<file path="config.mk">
export PLATFORM = sky130hd
export DESIGN_NAME = mbvh_cell
export DESIGN_NICKNAME = d
export VERILOG_FILES = /design/src/hw/rtl/mbvh_pkg.sv /design/src/hw/rtl/mbvh_cell.sv
export SDC_FILE = /design/constraint.sdc
export NUM_CORES = 1
export LEC_CHECK = 0
export BUFFER_PORTS_ARGS = -buffer_cell sky130_fd_sc_hd__buf_2
export CAP_MARGIN = 30
export CORE_MARGIN = 4
export CORE_UTILIZATION = 46
export CTS_BUF_LIST = sky130_fd_sc_hd__clkbuf_16
export CTS_CLUSTER_SIZE = 8
export DETAILED_ROUTE_END_ITERATION = 10
export PLACE_DENSITY_LB_ADDON = 0.12
export SKIP_LAST_GASP = 1
export SLEW_MARGIN = 20
export SYNTH_ARGS = -nofsm -noshare
export SYNTH_HDL_FRONTEND = slang
export SYNTH_SLANG_ARGS = --single-unit
</file>
<file path="constraint.sdc">
create_clock -name clk -period 3.43 [get_ports clk]
set_input_delay 0.1715 -clock clk [delete_from_list [all_inputs] [get_ports clk]]
set_output_delay 0.1715 -clock clk [all_outputs]
set_load 0.005 [all_outputs]
</file>
<file path="src/hw/rtl/mbvh_pkg.sv">
// Shared types and constants for the mode-by-value histogram block.
`timescale 1ns / 1ps

package mbvh_pkg;

  // Fixed port widths
  localparam int IN_VALUE_W     = 16;
  localparam int OUT_CNT_W      = 7;

  // Parameter defaults
  localparam int MAX_ITEMS_DEF  = 64;
  localparam int VALUE_BITS_DEF = 16;

  // Sequencer states
  typedef enum logic [1:0] {
    ST_LOAD,
    ST_SCAN,
    ST_EMIT
  } mbvh_state_t;

  // Per-cycle command broadcast to every cell
  typedef struct packed {
    logic ins;   // insert or count the incoming value
    logic shf;   // every cell takes its upper neighbor's contents
    logic wrap;  // top cell takes cell 0 (rotate) instead of an empty entry
    logic clr;   // drop all entries
  } cell_ctl_t;

endpackage

</file>
<file path="src/hw/rtl/mbvh_cell.sv">
// One cell of the sorted value/count chain.
`timescale 1ns / 1ps

module mbvh_cell #(
  parameter int VALUE_BITS = mbvh_pkg::VALUE_BITS_DEF,
  parameter int CNT_W      = 7
) (
  input  logic                         clk,
  input  logic                         rst_n,
  input  mbvh_pkg::cell_ctl_t          ctl,
  input  logic signed [VALUE_BITS-1:0] din,
  input  logic                         hit_any,
  input  logic                         prev_lt,
  input  logic signed [VALUE_BITS-1:0] prev_value,
  input  logic        [CNT_W-1:0]      prev_count,
  input  logic                         prev_used,
  input  logic signed [VALUE_BITS-1:0] next_value,
  input  logic        [CNT_W-1:0]      next_count,
  input  logic                         next_used,
  output logic                         lt,
  output logic                         eq,
  output logic signed [VALUE_BITS-1:0] value,
  output logic        [CNT_W-1:0]      count,
  output logic                         used
);

  logic signed [VALUE_BITS-1:0] value_r, value_nxt;
  logic        [CNT_W-1:0]      count_r, count_nxt;
  logic                         used_r, used_nxt;

  // Compare against the incoming value
  assign lt = used_r && (value_r < din);
  assign eq = used_r && (value_r == din);

  // Next contents: clear, shift down, or insert/count
  always_comb begin
    value_nxt = value_r;
    count_nxt = count_r;
    used_nxt  = used_r;
    if (ctl.clr) begin
      count_nxt = '0;
      used_nxt  = 1'b0;
    end else if (ctl.shf) begin
      value_nxt = next_value;
      count_nxt = next_count;
      used_nxt  = next_used;
    end else if (ctl.ins) begin
      if (hit_any) begin
        if (eq) begin
          count_nxt = count_r + 1'b1;
        end
      end else if (!lt) begin
        if (prev_lt) begin
          // insertion point
          value_nxt = din;
          count_nxt = CNT_W'(1);
          used_nxt  = 1'b1;
        end else begin
          // make room: move up by one
          value_nxt = prev_value;
          count_nxt = prev_count;
          used_nxt  = prev_used;
        end
      end
    end
  end

  always_ff @(posedge clk) begin
    if (!rst_n) begin
      count_r <= '0;
      used_r  <= 1'b0;
    end else begin
      count_r <= count_nxt;
      used_r  <= used_nxt;
    end
  end

  // value has no reset: read only where used is set
  always_ff @(posedge clk) begin
    value_r <= value_nxt;
  end

  assign value = value_r;
  assign count = count_r;
  assign used  = used_r;

endmodule

</file>
# Word-level counts from Yosys, hierarchy flattened
# Cells that the tools add are included.
dict set report totals {
  register_bits 24
  out_inout_bits 26
  word_cells 35
  input_bits 72
}
dict set report op_classes {
  n_reduce_logical 7
  bitwise 2
  n_lt_le_gt_ge 1
  eq_ne 5
  n_mux 16
  addsub 1
}
# operator count
set op_table {}
lappend op_table {{16-bit 2-to-1 mux} 5}
lappend op_table {{7-bit 2-to-1 mux} 6}
lappend op_table {{16-bit == test} 1}
lappend op_table {{16-bit < comparator} 1}
lappend op_table {{7-bit by 1-bit adder with 7-bit output, second input constant} 1}
lappend op_table {{3-bit AND reduction} 2}
lappend op_table {{1-bit 2-to-1 mux} 5}
lappend op_table {{2-bit != test, second input constant} 2}
lappend op_table {{4-bit AND reduction} 1}
lappend op_table {{3-bit by 2-bit != test with 1-bit output, second input constant} 1}
lappend op_table {{3-bit != test, second input constant} 1}
lappend op_table {{1-bit logical AND} 2}
lappend op_table {{1-bit NOT} 2}
lappend op_table {{2-bit nonzero test} 1}
lappend op_table {{2-bit OR reduction} 1}

# Logic depth before layout (Yosys ltp)
dict set report logic_depth {
  word_depth 6
  mapped_depth 9
  depth_no_buf 8
}

# Least setup slack after synthesis
# OpenSTA, ideal clock, no wires.
dict set report synth_timing {
  kind {register to register}
  start {register value_r[15], in the netlist value[15]}
  end {register value_r[0], in the netlist value[0], enable pin}
  path_buffers 0
  synth_period_minus_slack_ns 3.061
  path_stages_with_launch 8
  path_slack_ns 0.369
  required_ns 3.035
  setup_ns 0.395
  arrival_ns 2.666
  path_cell_list {edfxtp_1 > ha_1 > nand4_2 > or4_4 > a21oi_4 > or3_1 > a21oi_1 > o22ai_1}
}
dict set report synth_via {
  elab_chain_len 4
}
# element line_no
set synth_rtl {}
lappend synth_rtl {{from (decl)} mbvh_cell.sv:27} ;# logic signed [VALUE_BITS-1:0] value_r, value_nxt;
lappend synth_rtl {{from (signal assigned)} mbvh_cell.sv:80} ;# value_r <= value_nxt;
lappend synth_rtl {{16-bit < comparator} mbvh_cell.sv:32} ;# assign lt = used_r && (value_r < din);
lappend synth_rtl {{1-bit logical AND} mbvh_cell.sv:32}
lappend synth_rtl {{net lt} mbvh_cell.sv:20} ;# output logic lt,
lappend synth_rtl {{2-bit != test (no line)} --}
lappend synth_rtl {{4-bit AND reduction (no line)} --}
# The timed path passes the listed nets, and every way through them passes these cells.
# A chain may end at the register's enable or synchronous reset.

# Worst setup path after layout
dict set report layout_timing {
  start {register value_r[15], in the netlist value[15]}
  end {register count_r[3], in the netlist count[3]}
}
dict set report layout_via {
  elab_chain_len 4
  word_cells_on_any_way 7
  classes_between {order compare: 1; eq/ne: 3; reduce/logical: 3}
}
# element line_no
set layout_rtl {}
lappend layout_rtl {{16-bit < comparator / 16-bit == test (equally long branches)} {mbvh_cell.sv:32, mbvh_cell.sv:33}}
lappend layout_rtl {{1-bit logical AND (on tied branches)} {mbvh_cell.sv:32, mbvh_cell.sv:33}}
lappend layout_rtl {{3-bit != test (no line) / 3-bit by 2-bit != test with 1-bit output (equally long branches)} --}
lappend layout_rtl {{3-bit AND reduction (no line) (*)} --}
lappend layout_rtl {{to (signal assigned)} mbvh_cell.sv:73} ;# count_r <= count_nxt;
lappend layout_rtl {{to (decl)} mbvh_cell.sv:28} ;# logic [CNT_W-1:0] count_r, count_nxt;
# Every way passes the cells marked *; elsewhere a longest branch is shown, timed or not.

==> summary.txt <==
Clocking
  – Hold buffers post-CTS: 0
  – Cts bufs inserted: 3
  – Max H-tree Level: 1
  – TritonCTS clock tree: yes
  – Resized cells post-CTS: 0
  – Clock Path Buffers: 2
  – CTS sink count: 24
  – Clk_lat worst skew: approximately 260 ps
  – Post-CTS Setup Inserts: 0
  – CTS root buf: clkbuf_16
  – Worst-path clk slew: roughly 70 ps

Die
  – FP Rows: 23
  – Die area: around 0.0053 mm²
  – Core area: 0.00400 mm²
  – Die Ht: 72.5 µm
  – I/O pin cnt: 98
  – Die W: 72.5 µm
  – Initial Util: between 40% and 50%

Routing
  – Post-route ant nets: 0
  – Routed via count: between 1,500 and 2,000
  – Via density: 5.37
  – Initial DRT Pass Iterations: 4
  – Routed WL: 4910 µm
  – Routed len/inst: approximately 14 µm
  – DRC: 0
  – Initial DRC Count: 45

Worst setup path
  – Crit-path max FO: 8
  – Slowest stage cell, crit path: or4_4
  – Buf+Inv Stages, Crit Path: 0
  – CP delay by family, top: simple AND/OR/NAND/NOR gates
  – Critical path class: flop to flop
  – CP required: 3590 ps
  – Crit-path cells: ha_1 -> nand4_2 -> or4_4 -> a21oi_4 -> nor4_2 -> or3_4 -> o41ai_2
  – CP Launch Type: flop
  – WP data arrival: ~2900 ps
  – Slowest Stage Delay on Critical Path: between 500 and 600 ps
  – CP Capture Type: flop

Logic synthesis
  – Synthesized area per cell: approximately 9.3 µm²
  – Top FF cell, synth: edfxtp_1
  – Distinct cell type count after synthesis: 43
  – Area leader, netlist: edfxtp_1
  – Post-synth top cells: 21 x nand2_1, 19 x inv_1, 17 x ha_1, 17 x o21ai_0
  – Seq/Total Area, Yosys: 33.5%
  – Yosys reg bits: 24
  – Top-area cell type share of the netlist area: between 20% and 30%
  – Most frequent cell after synthesis: nand2_1
  – Syn Nets: around 300
  – Ys Warns: 0
  – Post-synth ARST share: 0%
  – Synth Instances: about 210
  – Cell Area, Synth: about 0.0019 mm²
  – Post-synth EDFFs: 16
  – Synth top area cells: edfxtp_1 25%, ha_1 11%, dfxtp_1 8.4%

STA
  – Final Hold Fails: 0
  – Max frequency: about 0.37 GHz
  – Final worst path period share: about four fifths
  – Post-layout minimum cycle time: between 2000 and 3000 ps
  – Setup Viol. Count Final: 0
  – Unrepaired setup endpoints after global routing: false
  – Clock Skews: 8.11 ps
  – Slew Limit Headroom: about half
  – Hold WS: approximately 190 ps
  – Setup ws final: ~730 ps
  – Setup TNS Final: 0 ps
  – Worst-Margin Slew: approximately 750 ps
  – Fin. max-slew vios: 0

Power and ir drop
  – Leak Pwr: 1.26 nW
  – Max VDD drop: about 220 µV
  – Power Density: 317 mW/mm²
  – Total power draw: 0.797 mW

Job
  – Max-cap violations: 0

GRT
  – Number of global-route vias before repair: 1,834
  – Grt ovf: 0
  – GRT Total Usage: 18.7%
  – Initial antenna violation count: 0
  – Largest net degree at the start of global routing: 30
  – Global-route wire length before repair: between 7000 and 8000 µm

Place
  – Placed cell area: ~0.0024 mm²
  – RePlAce Congestion: around 0.82
  – Placed Instances: about 340
  – Detailed placement HPWL: about 4000 µm
  – Post-Place Worst Slack: 724 ps
  – IO buf count: between 90 and 100

Layout
  – Final cell count without fillers: 348
  – Diodes inserted: 0
  – Share of post-route cells with drive strength above 1: between 30% and 40%
  – Final core occ: between 60 and 70%
  – Layout net count: 388
  – Area delta synth->final: 31.2%
  – Final instance area: approximately 0.0025 mm²

Hold path
  – Min-delay worst type: input pin to flop

Outcome
  – Outcome: complete, no violations
routing by layer:
metal  part of all wire [%]  global-route usage, %  vias to the layer above
li1                       -                      -                      957
met1                     46                   25.4                      835
met2                     45                   31.5                       70
met3                    8.3                   3.19                        6
met4                   0.88                   3.28                        0
met5                      0                      0                        -
final timing paths:
| kind | from | endpoint | slack, ps | depth (start not counted) |
|---|---|---|---|---|
| hold / removal | next_value[14] | value[14] | 190 | 3 |
| hold reg to reg | count[1] | count[1] | 550 | 2 |
| setup reg to reg | value[15] | count[3] | 730 | 7 |
| setup / recovery | value[15] | count[3] | 730 | 7 |
power breakdown:
group	switching (mW)	internal [mW]
combinational	0.104	0.0938
clock	0.0995	0.156
sequential	0.0121	0.332
placed cells by master (no fill, tap or decap), types with 2 or more instances in the layout:
master and instances:
buf_2 96, xor2_1 3, xnor2_1 2, clkbuf_16 3, nand4_1 2, a211oi_1 3, buf_4 2, nand2b_1 2
mux2i_1 16, inv_1 19, o21ai_0 17, dfxtp_1 8, nor2b_1 4, o41ai_2 6, nand2_1 21, edfxtp_1 16
a221oi_1 5, nor2_1 12, ha_1 17, nand3_1 3, o311ai_1 6, a21oi_1 9, or3_1 2, o21ai_1 3
o21a_1 2
tightest hold or removal path: cells and delay by family:
| family | cells | cell delay, ps |
|---|---|---|
| AO/OA/AOI/OAI | 1 | 60 |
| AND/OR/NAND/NOR | 1 | 30 |
| buffers and inverters | 1 | 70 |
state kept, by name, summed over array words and instances (netlist names):
name   count
value     16
count      7
used       1
cell type report:
| cell class | count | area [µm²] |
|---|---|---|
| Clock buffer | 3 | 75.1 |
| Inverter | 19 | 71.3 |
| Timing Repair Buffer | 98 | 495 |
| Clock inverter | 1 | 3.75 |
| Multi-Input combinational cell | 153 | 1160 |
| Fill cell | 360 | 1490 |
| Tap cell | 50 | 62.6 |
| Sequential cell | 24 | 641 |
cell families (layout without fill, tap and decap cells):
logic type      Yosys count  count (layout)  share of synthesized area [%]
buf+inv                  29             121                           6.08
fa+ha+maj                17              17                           11.1
flops                    24              24                           33.5
mux                      16              16                           8.37
compound gates           60              60                           24.1
simple gates             55              55                           14.6
xor+xnor                  5               5                           2.29
(Power assumes the default switching activity.)
