==> src/hw/rtl/mbvh_pkg.sv <==
// Shared types and constants for the mode-by-value histogram block.
`timescale 1ns / 1ps

package mbvh_pkg;

  // Fixed port widths
  localparam int IN_VALUE_W     = 16;
  localparam int OUT_CNT_W      = 7;

  // Parameter defaults
  localparam int MAX_ITEMS_DEF  = 64;
  localparam int VALUE_BITS_DEF = 16;

  // Sequencer states
  typedef enum logic [1:0] {
    ST_LOAD,
    ST_SCAN,
    ST_EMIT
  } mbvh_state_t;

  // Per-cycle command broadcast to every cell
  typedef struct packed {
    logic ins;   // insert or count the incoming value
    logic shf;   // every cell takes its upper neighbor's contents
    logic wrap;  // top cell takes cell 0 (rotate) instead of an empty entry
    logic clr;   // drop all entries
  } cell_ctl_t;

endpackage

==> src/hw/rtl/mbvh_head.sv <==
// Sequencer at the chain head: item intake, max search, mode emission.
`timescale 1ns / 1ps

module mbvh_head #(
  parameter int MAX_ITEMS  = mbvh_pkg::MAX_ITEMS_DEF,
  parameter int VALUE_BITS = mbvh_pkg::VALUE_BITS_DEF,
  parameter int CNT_W      = 7
) (
  input  logic                                   clk,
  input  logic                                   rst_n,
  input  logic                                   start,
  input  logic                                   in_last,
  output logic                                   busy,
  output mbvh_pkg::cell_ctl_t                    ctl,
  input  logic signed [VALUE_BITS-1:0]           head_value,
  input  logic        [CNT_W-1:0]                head_count,
  input  logic                                   head_used,
  output logic                                   out_valid,
  output logic signed [mbvh_pkg::IN_VALUE_W-1:0] out_mode_value,
  output logic        [mbvh_pkg::OUT_CNT_W-1:0]  out_mode_count,
  output logic        [mbvh_pkg::OUT_CNT_W-1:0]  out_max_freq,
  output logic                                   out_overflow,
  output logic                                   out_final_res
);

  localparam int STEP_W = $clog2(MAX_ITEMS);
  localparam logic [STEP_W-1:0] STEP_LAST = STEP_W'(MAX_ITEMS - 1);
  localparam logic [CNT_W-1:0]  CAP       = CNT_W'(MAX_ITEMS);

  mbvh_pkg::mbvh_state_t st_r, st_nxt;
  logic [CNT_W-1:0]  items_r, items_nxt;
  logic              drop_r, drop_nxt;
  logic [CNT_W-1:0]  max_r, max_nxt;
  logic [CNT_W-1:0]  modes_r, modes_nxt;
  logic [CNT_W-1:0]  emit_r, emit_nxt;
  logic [STEP_W-1:0] step_r, step_nxt;
  logic [CNT_W-1:0]  emit_inc;
  logic              hit;

  logic                                   ov_r, ov_nxt;
  logic                                   fin_r, fin_nxt;
  logic signed [mbvh_pkg::IN_VALUE_W-1:0] mv_r;
  logic        [mbvh_pkg::OUT_CNT_W-1:0]  mc_r, mf_r;
  logic                                   of_r;

  assign busy     = (st_r != mbvh_pkg::ST_LOAD);
  assign emit_inc = emit_r + 1'b1;
  assign hit      = head_used && (head_count == max_r);

  // Next state and cell commands
  always_comb begin
    st_nxt    = st_r;
    ctl       = '0;
    items_nxt = items_r;
    drop_nxt  = drop_r;
    max_nxt   = max_r;
    modes_nxt = modes_r;
    emit_nxt  = emit_r;
    step_nxt  = step_r;
    ov_nxt    = 1'b0;
    fin_nxt   = 1'b0;
    case (st_r)
      mbvh_pkg::ST_LOAD: begin
        if (start) begin
          if (items_r < CAP) begin
            ctl.ins   = 1'b1;
            items_nxt = items_r + 1'b1;
          end else begin
            drop_nxt = 1'b1;
          end
          if (in_last) begin
            st_nxt    = mbvh_pkg::ST_SCAN;
            max_nxt   = '0;
            modes_nxt = '0;
            emit_nxt  = '0;
            step_nxt  = '0;
          end
        end
      end
      mbvh_pkg::ST_SCAN: begin
        // one full rotation: running max and its multiplicity
        ctl.shf  = 1'b1;
        ctl.wrap = 1'b1;
        if (head_used) begin
          if (head_count > max_r) begin
            max_nxt   = head_count;
            modes_nxt = CNT_W'(1);
          end else if (head_count == max_r) begin
            modes_nxt = modes_r + 1'b1;
          end
        end
        if (step_r == STEP_LAST) begin
          st_nxt = mbvh_pkg::ST_EMIT;
        end else begin
          step_nxt = step_r + 1'b1;
        end
      end
      mbvh_pkg::ST_EMIT: begin
        // shift out in ascending order, emit cells at the max
        ctl.shf = 1'b1;
        if (hit) begin
          ov_nxt   = 1'b1;
          emit_nxt = emit_inc;
          if (emit_inc == modes_r) begin
            fin_nxt   = 1'b1;
            ctl.clr   = 1'b1;
            st_nxt    = mbvh_pkg::ST_LOAD;
            items_nxt = '0;
            drop_nxt  = 1'b0;
          end
        end
      end
      default: begin
        st_nxt = mbvh_pkg::ST_LOAD;
      end
    endcase
  end

  // Control registers
  always_ff @(posedge clk) begin
    if (!rst_n) begin
      st_r    <= mbvh_pkg::ST_LOAD;
      items_r <= '0;
      drop_r  <= 1'b0;
      ov_r    <= 1'b0;
    end else begin
      st_r    <= st_nxt;
      items_r <= items_nxt;
      drop_r  <= drop_nxt;
      ov_r    <= ov_nxt;
    end
  end

  // Scan bookkeeping and result payload
  always_ff @(posedge clk) begin
    max_r   <= max_nxt;
    modes_r <= modes_nxt;
    emit_r  <= emit_nxt;
    step_r  <= step_nxt;
    fin_r   <= fin_nxt;
    if (ov_nxt) begin
      mv_r <= mbvh_pkg::IN_VALUE_W'(head_value);
      mc_r <= mbvh_pkg::OUT_CNT_W'(modes_r);
      mf_r <= mbvh_pkg::OUT_CNT_W'(max_r);
      of_r <= drop_r;
    end
  end

  assign out_valid      = ov_r;
  assign out_mode_value = mv_r;
  assign out_mode_count = mc_r;
  assign out_max_freq   = mf_r;
  assign out_overflow   = of_r;
  assign out_final_res  = ov_r && fin_r;

`ifndef SYNTH
  // a result only follows an emission cycle
  a_out_from_emit: assert property (@(posedge clk) disable iff (!rst_n)
    out_valid |-> $past(st_r == mbvh_pkg::ST_EMIT))
    else $error("result strobe outside emission");

  // the final result of a run returns the block to loading
  a_final_idle: assert property (@(posedge clk) disable iff (!rst_n)
    (out_valid && out_final_res) |-> (st_r == mbvh_pkg::ST_LOAD))
    else $error("final result while still busy");

  // the set is never larger than the table
  a_items_cap: assert property (@(posedge clk) disable iff (!rst_n)
    items_r <= CAP)
    else $error("item count beyond capacity");

  // emission always has a nonempty mode set
  a_emit_nonzero: assert property (@(posedge clk) disable iff (!rst_n)
    (st_r == mbvh_pkg::ST_EMIT) |-> (max_r != '0 && modes_r != '0))
    else $error("emission with empty mode set");
`endif

endmodule

==> config.mk <==
export PLATFORM = sky130hd
export DESIGN_NAME = mbvh_head
export DESIGN_NICKNAME = d
export VERILOG_FILES = /design/src/hw/rtl/mbvh_pkg.sv /design/src/hw/rtl/mbvh_head.sv
export SDC_FILE = /design/constraint.sdc
export NUM_CORES = 1
export LEC_CHECK = 0
export BUFFER_PORTS_ARGS = -buffer_cell sky130_fd_sc_hd__buf_2
export CAP_MARGIN = 20
export CORE_MARGIN = 1.5
export CORE_UTILIZATION = 40
export CTS_CLUSTER_DIAMETER = 150
export DETAILED_ROUTE_END_ITERATION = 10
export SYNTH_ARGS = -nofsm -noshare
export SYNTH_HDL_FRONTEND = slang
export SYNTH_SLANG_ARGS = --single-unit
==> constraint.sdc <==
create_clock -name clk -period 9.3 [get_ports clk]
set_input_delay 1.395 -clock clk [delete_from_list [all_inputs] [get_ports clk]]
set_output_delay 1.395 -clock clk [all_outputs]
set_load 0.02 [all_outputs]
# Word level (Yosys, flattened, before mapping)
# Cells that the tools add are included.
# Widths: inputs -> output; s select.
[classes] addsub=4 n_eq_ne=16 muxes=41 n_reduce_logical=14 n_lt_le_gt_ge=2
[ops] op="$mux 7" n=12
[ops] op="$pmux 7 s2" n=4
[ops] op="$reduce_and 5->1" n=5
[ops] op="$add 7x1->7 const B" n=3
[ops] op="$ne 2x2->1 const B" n=10
[ops] op="$mux 6" n=3
[ops] op="$eq 7x7->1" n=2
[ops] op="$mux 1" n=14
[ops] op="$pmux 6 s2" n=1
[ops] op="$mux 2" n=5
[ops] op="$reduce_and 4->1" n=2
[ops] op="$gt 7x7->1" n=1
[ops] op="$lt 7x7->1 const B" n=1
[ops] op="$add 6x1->6 const B" n=1
[ops] op="$eq 6x6->1 const B" n=1
[ops] op="$pmux 2 s3" n=1
[ops] op="$reduce_bool 2->1" n=3
[ops] op="$ne 3x3->1 const B" n=1
[ops] op="$eq 2x1->1 const B" n=1
[ops] op="$eq 2x2->1 const B" n=1
[ops] op="$logic_and 1x1->1" n=2
[ops] op="$logic_not 2->1" n=1
[ops] op="$pmux 1 s2" n=1
[ops] op="$reduce_or 2->1" n=1
[word_totals] elab_cells=90 reg_bits=70

# Logic depth before layout (Yosys ltp)
# Gate-level depths: netlist of the first run.
[logic_depth] word_depth=5 ltp_mapped=8 depth_no_buf=8

# Worst setup path before layout of the first run
# Ideal clock, no wire load.
[synth_path] path_type="input to register" startpoint="in head_count[4]" endpoint="reg emit_r[0] (enable)" path_slack_ps=4283 arrival_time_ps=4655 cell_stages=5 required_ps=8938 path_buffers=0 cell_sequence="ha_1 nand4_1 nor3_1 a21oi_1 nor2_1"
[synth_via] elab_chain_len=4
[synth_lines] item="start: declaration" line="mbvh_head.sv:16" rtl="input logic [CNT_W-1:0] head_count,"
[synth_lines] item="$eq 7x7->1" line="mbvh_head.sv:48" rtl="assign hit = head_used && (head_count == max_r);"
[synth_lines] item="$logic_and 1x1->1" line="mbvh_head.sv:48"
[synth_lines] item="$ne 2x2->1 (no source line)"
[synth_lines] item="$reduce_and 4->1 (no source line)"
[synth_lines] item="end signal: assignment" line="mbvh_head.sv:138" rtl="emit_r <= emit_nxt;"
[synth_lines] item="end: declaration" line="mbvh_head.sv:35" rtl="logic [CNT_W-1:0] emit_r, emit_nxt;"
# Every way passes these cells.
# A chain may end at the register's enable or synchronous reset.

==> summary.txt, run 1 <==
Routing
  – Final wirelength: 5720 µm
  – DR iter-0 viols: 68
  – Vias: 2,111
  – Router iterations before antenna repair: 4
  – Routed Antenna Nets: 0
  – Post-route DRC: 0
  – DR WL/cell: 13.2 µm
  – Vias/cell: 4.85

Pwr
  – P_sw: 0.000356 W
  – Final Power: 0.00105 W
  – Leakage power figure: 1.51 nW
  – Sw Share: 34.1%
  – Internal Power: 0.000690 W
  – Peak VDD IR: 0.191 mV
  – Pwr dens: 273 nW/µm²
  – Sequential share of power: 47.2%
  – Comb power frac: 29.4%
  – Clk pwr share: 23.4%

Floorplanning
  – Num ports: 66
  – CORE AREA: 7730 µm²
  – Row count: 32
  – Die X: 92.5 µm
  – Die height: 92.5 µm
  – Initial Util: 41.4%
  – Full die area: 8550 µm²

Setup path
  – Critical Path Start: head_count[4]
  – Critical Path Source Type: input port
  – CP Max Fanout: 6
  – Setup Crit Path Kind: in -> out
  – Reg2reg end: items_r[5]
  – Worst path slowest cell: ha_1
  – Worst path depth: 8
  – Crit-path leading delay family: simple AND/OR/NAND/NOR gates
  – CP endpoint: ctl[0]
  – CP endpoint kind: primary output
  – Crit path top cell by count: buf_2
  – Worst EP arrival: 2.96 ns
  – CP Buf/Inv Count: 2
  – R2R setup slack: 6.66 ns
  – R2R depth: 8
  – Crit path required time: 7.91 ns
  – CP peak stage delay: 0.29 ns
  – Reg2reg start: max_r[6]
  – CP Cell Sequence: buf_2, ha_1, nand4_1, nor2_1, and3_2, nand3_1, nor3_1, buf_2

Timing
  – Final Hold Fails: 0
  – Setup TNS: 0 ns
  – Achievable Freq: 230 MHz
  – Post-route clock skew: 0.00995 ns
  – Setup ws final: 4.95 ns
  – Hold slack: 0.462 ns
  – Period utilisation layout: 46.8%
  – Max Slew Vio Count: 0
  – Finish-stage setup viols: 0
  – RSZ-0062 raised after global routing: no
  – Fin crit period: 4.35 ns
  – Measured slew at the worst slew-check pin: 0.722 ns
  – Rel. slew slack: 51.9%

Finish
  – # nets final: 370
  – FILL cells: 742
  – Diode count: 0
  – Share of cells above drive strength 1: 27.3%
  – Area growth syn-to-layout: 19.5%

Clock network
  – TritonCTS buffer count: 9
  – Clock buffer depth: 2
  – Post-CTS setup buffer count: 0
  – Clock sink count: 70
  – Reg clk slew, reported paths: 0.08 ns
  – CTS tree: done
  – Worst-skew pair later-pin latency: 0.34 ns
  – H-tree depth: 3
  – Clock root buffer: clkbuf_8
  – Post-CTS Hold Fix Bufs: 0
  – Resized cells post-CTS: 0

Worst hold path
  – Type of the most critical hold path: reg -> reg

Synth
  – Synth area leader: edfxtp_1
  – Synth Cell Area: 3200 µm²
  – Async SR Flop Fraction: 0%
  – Sequential cell area fraction in the yosys report: 61.9%
  – Synth cell types: 45
  – Syn Area/Cell: 12.4 µm²
  – Synth area leaders: edfxtp_1, dfxtp_1, ha_1
  – Cells after synthesis: 259
  – Seq cells post-synth: 70
  – Ys flop type: edfxtp_1
  – Number of synthesis warnings: 0
  – EDFF count, synth: 58
  – Synth top area share: 54.4%
  – Syn Nets: 301

Global routing
  – Gr ovfl total: 0
  – GRT Total Usage: 14.3%
  – Largest net degree at the start of global routing: 33
  – First-pass GRT wire length: 9480 µm
  – Met3 Resource Use GR: 3.53%
  – GRT Max-Usage Layer: met2
  – Met1 usage: 17.9%
  – Initial antenna violation count: 0
  – M2 GR Usage: 23.2%
  – Vias in the first global route: 2,027

Status
  – Status: complete, no violations

Placed design
  – DP HPWL: 4180 µm
  – Placer congestion estimate: 0.760
  – Dpl ws: 4.90 ns
  – PortBufs: 65

Job
  – Max-capacitance violation count: 0
==> how the worst min path moves through the flow <==
stage	start	end	slack, ns	depth (start not counted)
after floorplan	drop_r	out_overflow	0.42	0
after global placement	max_r[5]	out_max_freq[5]	0.43	0
after detailed placement	max_r[5]	out_max_freq[5]	0.45	0
after CTS	max_r[0]	out_max_freq[0]	0.46	0
after global routing	max_r[0]	out_max_freq[0]	0.47	0
final	max_r[5]	out_max_freq[5]	0.46	0
==> power by group through the flow <==
stage	logic (W)	registers, W	clock network [W]
floorplan	0.000249	0.000481	0
global placement	0.000305	0.000497	0
detailed placement	0.000309	0.000502	0
CTS	0.000312	0.000495	0.000249
global route	0.000354	0.000505	0.000263
finish	0.000307	0.000494	0.000245
==> sequential cells by signal (all words and copies together), names as in the netlist, 2 cells and up <==
register / count
out_mode_count: 7
st_r: 2
items_r: 7
emit_r: 7
out_max_freq: 7
modes_r: 7
max_r: 7
out_mode_value: 16
step_r: 6
==> cells by family after synthesis <==
group                    after synthesis  synth area share, %
AO/OA/AOI/OAI                         42                 9.03
buffers and inverters                 26                 3.28
flip-flops                            70                 61.9
adder cells (fa/ha/maj)               14                 5.47
AND/OR/NAND/NOR                       86                 14.0
XOR/XNOR                              19                 5.63
multiplexers                           2                0.626
==> synth_stat cells (3+ instances only) <==
master    instances
edfxtp_1         58
nor2_1           22
inv_1            18
and2_1           14
ha_1             14
nand2_1          13
nand3_1          13
dfxtp_1          12
o21ai_0          12
xnor2_1          11
a21oi_1           7
xor2_1            7
clkbuf_1          6
and3_1            4
a21boi_0          3
a21o_1            3
nand4_1           3
nor2b_1           3
nor3_1            3
==> cells in the final DEF (no fill, tap or decap), types with 2 or more instances in the layout <==
cell type and count:
nand2_1 13, dfxtp_1 12, clkinv_4 3, nand2b_1 2, mux2i_1 2, buf_2 65
a21boi_0 3, or3_1 2, a21oi_1 7, o211ai_1 2, and3_2 2, xor2_1 7
edfxtp_1 58, ha_1 14, clkbuf_8 9, nand3_1 13, inv_1 18, and3_1 4
a21o_1 3, nor3_1 2, nor2b_1 3, a31oi_1 2, nand4_1 3, nor2_1 22
and2_1 14, xnor2_1 11, o21ai_0 12
==> layout make-up <==
class,instances,area [µm²],area share [%]
well taps,102,128,3.34
inverters,18,67.6,1.77
clock inverters,7,73.8,1.93
flip-flops and latches,70,1980,51.8
clock buffers,9,124,3.24
repair buffers,66,333,8.70
multi-input cells,163,1120,29.2
==> metal layers <==
metal  part of all wire [%]  vias up
li1                       -     1069
met1                     48      981
met2                     46       55
met3                    5.5        6
met4                    1.0        0
met5                      0        -
==> worst reg2reg max path: stages (launching register included) <==
cell and delay, ns:
edfxtp_1 0.36, inv_1 0.06, ha_1 0.29, nand4_1 0.23, or4b_1 0.59, nor4b_2 0.27
o2111ai_2 0.27, o211ai_2 0.34, o21ai_0 0.12
==> metrics by stage <==
step                      cell area, µm²  std cells  util [%]
after global routing                3830        435      49.5
after detailed placement            3630        419      47.0
after CTS                           3830        435      49.5
after floorplan                     3200        259         -
final                               3830        435      49.5
after global placement              3630        419      47.0
Power figures use the tool's default switching activity.
==> run 2, diff against run 1 <==
clock period = 4.4 ns   (was 9.3 ns; I/O delays follow)
==> run 2 against run 1 <==
Net effect: final cell count is the same; largest power group unchanged; combinational power grew 110%; highest routed layer unchanged; global-route usage grew 0.053 points; largest cell class unchanged; final area is essentially flat; routed wire length shrank 3.2%; worst hold slack lost 0.0048 ns.
==> summary.txt, run 2 (same netlist as run 1, synthesis figures left out) <==
Pwr
  – Leakage power figure: 1.51 nW (about the same)
  – Peak VDD IR: 0.295 mV (was 0.191 mV)
  – Final Power: 0.00222 W (was 0.00105 W)
  – Sw Share: 34.1% (about the same)
  – Pwr dens: 579 nW/µm² (was 273 nW/µm²)
  – P_sw: 0.000756 W (was 0.000356 W)
  – Sequential share of power: 47.1% (was 47.2%)
  – Comb power frac: 29.2% (was 29.4%)
  – Internal Power: 0.00146 W (was 0.000690 W)
  – Clk pwr share: 23.7% (was 23.4%)

Clock network
  – H-tree depth: 3 (unchanged)
  – Post-CTS setup buffer count: 0 (unchanged)
  – Post-CTS Hold Fix Bufs: 0 (unchanged)
  – Reg clk slew, reported paths: 0.08 ns (about the same)
  – Resized cells post-CTS: 0 (unchanged)
  – Clock buffer depth: 2 (unchanged)
  – Clock root buffer: clkbuf_8 (unchanged)
  – Worst-skew pair later-pin latency: 0.34 ns (about the same)
  – Clock sink count: 70 (unchanged)
  – CTS tree: done (unchanged)
  – TritonCTS buffer count: 9 (unchanged)

Finish
  – Max reg flops: 16 (unchanged)
  – Diode count: 0 (unchanged)
  – Area growth syn-to-layout: 19.7% (was 19.5%)
  – Multi-input logic area: 1120 µm² (unchanged)
  – Share of cells above drive strength 1: 27.6% (was 27.3%)
  – Commonest non-fill, non-tap cell in the layout: buf_2 (unchanged)
  – Reg area: 1980 µm² (unchanged)
  – FILL cells: 714 (was 742)
  – Most frequent cells in the layout: buf_2, edfxtp_1, nor2_1 (unchanged)
  – # nets final: 370 (unchanged)

Floorplanning
  – Row count: 32 (unchanged)
  – Num ports: 66 (unchanged)
  – Full die area: 8550 µm² (unchanged)
  – CORE AREA: 7730 µm² (unchanged)
  – Initial Util: 41.4% (unchanged)
  – Die height: 92.5 µm (unchanged)
  – Die X: 92.5 µm (unchanged)

Global routing
  – Gr ovfl total: 0 (unchanged)
  – First-pass GRT wire length: 9350 µm (was 9480 µm)
  – Vias in the first global route: 1,994 (was 2,027)
  – Initial antenna violation count: 0 (unchanged)
  – Largest net degree at the start of global routing: 33 (unchanged)
  – GRT Total Usage: 14.4% (was 14.3%)

Timing
  – Achievable Freq: 328 MHz
  – Setup TNS: 0 ns (unchanged)
  – Period utilisation layout: 69.3%
  – Finish-stage setup viols: 0 (unchanged)
  – Max Slew Vio Count: 0 (unchanged)
  – Measured slew at the worst slew-check pin: 0.729 ns (was 0.722 ns)
  – Fin crit period: 3.05 ns
  – RSZ-0062 raised after global routing: no (unchanged)
  – Rel. slew slack: 51.4% (was 51.9%)
  – Final Hold Fails: 0 (unchanged)
  – Post-route clock skew: 0.0122 ns (was 0.00995 ns)

Placed design
  – PortBufs: 65 (unchanged)
  – DP HPWL: 4050 µm (was 4180 µm)
  – Placer congestion estimate: 0.761 (was 0.760)

Setup path
  – CP endpoint kind: primary output (unchanged)
  – Setup Crit Path Kind: reg -> out (was in -> out)
  – CP Cell Sequence: and3_1, a31o_2, a221oi_1, nand3_1, nor3_1, buf_2 (was buf_2, ha_1, nand4_1, nor2_1, and3_2, nand3_1, nor3_1, buf_2)
  – CP peak stage delay: 0.48 ns (was 0.29 ns)
  – Worst path slowest cell: edfxtp_1 (was ha_1)
  – Worst EP arrival: 2.39 ns (was 2.96 ns)
  – Crit path required time: 3.74 ns (was 7.91 ns)
  – CP Max Fanout: 6 (unchanged)
  – R2R setup slack: 1.75 ns (was 6.66 ns)
  – Critical Path Source Type: flop (was input port)

Routing
  – Vias: 2,141 (was 2,111)
  – DR iter-0 viols: 86 (was 68)
  – Routed Antenna Nets: 0 (unchanged)
  – Final wirelength: 5540 µm (was 5720 µm)
  – Vias/cell: 4.92 (was 4.85)
  – Post-route DRC: 0 (unchanged)
  – Router iterations before antenna repair: 4 (unchanged)
  – DR WL/cell: 12.7 µm (was 13.2 µm)

Status
  – Status: complete, no violations (unchanged)

Job
  – Max-capacitance violation count: 0 (unchanged)

Worst hold path
  – Type of the most critical hold path: reg -> reg (unchanged)
run 2: cell types whose count changed in the layout (fill, tap and decap cells not counted):
cell | before | now
clkinv_4 | 3 | 0
clkinvlp_4 | 0 | 1
clkinv_1 | 1 | 0
inv_6 | 1 | 4
run 2: layout make-up:
type	instances	share of cell area, %
Tap cell	102	3.33
Inverter	18	1.76
Clock inverter	7	2.03
Timing Repair Buffer	66	8.69
Sequential cell	70	51.7
Clock buffer	9	3.23
Multi-Input combinational cell	163	29.2
run 2: worst paths after layout:
check / from / end / cells after the start
max: emit_r[2] / ctl[0] / 6
min: max_r[6] / out_max_freq[6] / 0
max reg2reg: max_r[4] / items_r[0] / 8
min reg2reg: max_r[6] / out_max_freq[6] / 0
run 2: through the flow:
step / hold slack [ns] / utilization [%] / instance area [µm²] / cells / setup WS [ns]
global placement: 0.435 / 47.0 / 3630 / 419 / 1.43
finish: 0.457 / 49.6 / 3830 / 435 / 1.35
global route: 0.446 / 49.6 / 3830 / 435 / 1.11
detailed placement: 0.438 / 47.0 / 3630 / 419 / 1.39
CTS: 0.459 / 49.6 / 3830 / 435 / 1.26
floorplan: 0.425 / - / 3200 / 259 / 0.118
run 2: routing by layer:
metal,GRT usage (%),share of wire (%),vias to the layer above
met5,0,0,-
met4,5.38,0.52,0
met3,5.75,7.1,2
met2,22.1,46,59
met1,18.2,46,1015
li1,-,-,1065
run 2: worst max-delay path: cells and delay by family, from the launching register on:
| family | cells | cell delay [ns] |
|---|---|---|
| AO/OA/AOI/OAI | 2 | 0.70 |
| AND/OR/NAND/NOR | 3 | 0.67 |
| flip-flops | 1 | 0.48 |
| buffers and inverters | 1 | 0.21 |
run 2: power groups by stage:
stage	registers [W]	clock network [W]	logic (W)
2_1_floorplan	0.00102	0	0.000527
5_1_grt	0.00107	0.000575	0.000743
3_5_place_dp	0.00106	0	0.000652
3_3_place_gp	0.00105	0	0.000644
6_report	0.00104	0.000526	0.000649
4_1_cts	0.00104	0.000543	0.000658
==> run 3, diff against run 2 <==
clock period = 2.9 ns   (was 4.4 ns; I/O delays follow)
==> run 3 against run 2 <==
Net effect: core utilization grew 1.1 points; worst hold slack lost 0.20 ns; non-clock buffer count grew 6; via count grew 0.70%; clock-buffer cell count did not move; largest cell class unchanged; setup slack got worse by 1.2 ns.
==> summary.txt, run 3 (same netlist as run 1, synthesis figures left out) <==
Status
  – Status: complete, no violations (unchanged)

Clock network
  – Clock sink count: 70 (unchanged)
  – Clock root buffer: clkbuf_8 (unchanged)
  – Reg clk slew, reported paths: 0.08 ns (about the same)
  – TritonCTS buffer count: 9 (unchanged)
  – CTS tree: done (unchanged)
  – H-tree depth: 3 (unchanged)
  – Clock buffer depth: 2 (unchanged)
  – Post-CTS setup buffer count: 0 (unchanged)
  – Worst-skew pair later-pin latency: 0.35 ns (was 0.34 ns)

Timing
  – Rel. slew slack: 63.1% (was 51.4%)
  – Period utilisation layout: 95.8%
  – Fin crit period: 2.78 ns
  – Finish-stage setup viols: 0 (unchanged)
  – Measured slew at the worst slew-check pin: 0.554 ns (was 0.729 ns)
  – Post-route clock skew: 0.00587 ns (was 0.0122 ns)
  – Max Slew Vio Count: 0 (unchanged)
  – Achievable Freq: 360 MHz
  – Final Hold Fails: 0 (unchanged)
  – RSZ-0062 raised after global routing: no (unchanged)
  – Setup TNS: 0 ns (unchanged)

Global routing
  – Vias in the first global route: 2,031 (was 1,994)
  – GRT Total Usage: 14.8% (was 14.4%)
  – Initial antenna violation count: 0 (unchanged)
  – Largest net degree at the start of global routing: 21 (was 33)
  – Gr ovfl total: 0 (unchanged)
  – First-pass GRT wire length: 9580 µm (was 9350 µm)

Setup path
  – CP Cell Sequence: and3_1, a31o_2, a221oi_2, nand3_1, nor3_1, buf_2 (was and3_1, a31o_2, a221oi_1, nand3_1, nor3_1, buf_2)
  – CP peak stage delay: 0.45 ns (was 0.48 ns)
  – Critical Path Source Type: flop (unchanged)
  – Crit-path leading delay family: simple AND/OR/NAND/NOR gates (was compound AO/OA/AOI/OAI gates)
  – Crit path required time: 2.47 ns (was 3.74 ns)
  – Worst EP arrival: 2.34 ns (was 2.39 ns)
  – CP Buf/Inv Count: 1 (unchanged)
  – CP endpoint kind: primary output (unchanged)
  – Setup Crit Path Kind: reg -> out (unchanged)
  – Worst path slowest cell: edfxtp_1 (unchanged)
  – CP Max Fanout: 6 (unchanged)

Finish
  – Diode count: 0 (unchanged)
  – Commonest non-fill, non-tap cell in the layout: buf_2 (unchanged)
  – Max reg flops: 16 (unchanged)
  – FILL cells: 713 (was 714)
  – Share of cells above drive strength 1: 29.2% (was 27.6%)
  – # nets final: 376 (was 370)
  – Fin area: 3920 µm² (was 3830 µm²)
  – Area growth syn-to-layout: 22.3% (was 19.7%)
  – Most frequent cells in the layout: buf_2, edfxtp_1, nor2_1 (unchanged)

Job
  – Max-capacitance violation count: 0 (unchanged)

Placed design
  – DP HPWL: 4170 µm (was 4050 µm)
  – PortBufs: 65 (unchanged)
  – DP Area: 3680 µm² (was 3630 µm²)
  – Placer congestion estimate: 0.769 (was 0.761)

Routing
  – Final wirelength: 5670 µm (was 5540 µm)
  – DR WL/cell: 12.9 µm (was 12.7 µm)
  – Routed Antenna Nets: 0 (unchanged)
  – Vias: 2,156 (was 2,141)
  – Router iterations before antenna repair: 4 (unchanged)
  – DR iter-0 viols: 136 (was 86)
  – Post-route DRC: 0 (unchanged)
  – Vias/cell: 4.89 (was 4.92)

Floorplanning
  – Full die area: 8550 µm² (unchanged)
  – CORE AREA: 7730 µm² (unchanged)
  – Num ports: 66 (unchanged)
  – Row count: 32 (unchanged)
  – Die X: 92.5 µm (unchanged)
  – Initial Util: 41.4% (unchanged)
  – Die height: 92.5 µm (unchanged)

Pwr
  – Peak VDD IR: 0.553 mV (was 0.295 mV)
  – Pwr dens: 900 nW/µm² (was 579 nW/µm²)
  – Leakage power figure: 1.56 nW (was 1.51 nW)

Worst hold path
  – Type of the most critical hold path: in -> reg (was reg -> reg)
==> run 3: worst reg2reg max path, cell delays in order, from the launching register on <==
cell,delay (ns)
edfxtp_1,0.45
ha_1,0.28
xnor3_1,0.22
or4b_1,0.47
nor4b_2,0.28
o2111ai_2,0.25
o211ai_2,0.32
mux2i_1,0.12
==> run 3: worst paths after layout <==
path,endpoint,startpoint,depth (start not counted),slack (ns)
worst max-delay path,ctl[0],emit_r[0],6,0.12
worst min-delay path,out_mode_value[10],head_value[10],1,0.25
worst max register to register,items_r[0],emit_r[0],7,0.39
worst min register to register,out_max_freq[4],max_r[4],0,0.45
==> run 3: area by class of cell <==
cell class / instances / area [µm²] / share of cell area [%]
clock buffer: 9 / 124 / 3.16
multi-input combinational: 163 / 1130 / 28.9
sequential: 70 / 1980 / 50.6
timing repair buffer: 72 / 378 / 9.65
clock inverter: 7 / 105 / 2.68
inverter: 18 / 67.6 / 1.73
tap: 102 / 128 / 3.26
==> run 3: per-stage QoR <==
stage               cells  worst slack, ns  util, %  total power [W]  hold WS, ns
floorplan             259            0.231        -          0.00235        0.425
global placement      425            0.293     47.6          0.00263        0.433
detailed placement    425            0.251     47.6          0.00265        0.435
CTS                   441           0.0781     50.7          0.00357        0.237
global route          441          0.00842     50.7          0.00377        0.237
finish                441            0.122     50.7          0.00352        0.253
==> run 3: where the power goes <==
group | internal [W] | leakage [nW] | switching [W]
clock | 0.000495 | 0.112 | 0.000398
sequential | 0.00139 | 0.638 | 0.000186
combinational | 0.000467 | 0.814 | 0.000585
total | 0.00235 | 1.56 | 0.00117
==> run 3: what timing repair did <==
action	in CTS	in global routing
gates resized for setup	1	0
endpoints found under the setup margin	1	0
hold buffers	0	0
==> run 3: routing by layer <==
layer  GRT usage, %  vias up  routed length, µm
met4           7.31        0                118
met1           18.3     1007               2610
li1               -     1082                  -
met5              0        -                  0
met3           4.02       11                306
met2           23.7       56               2630
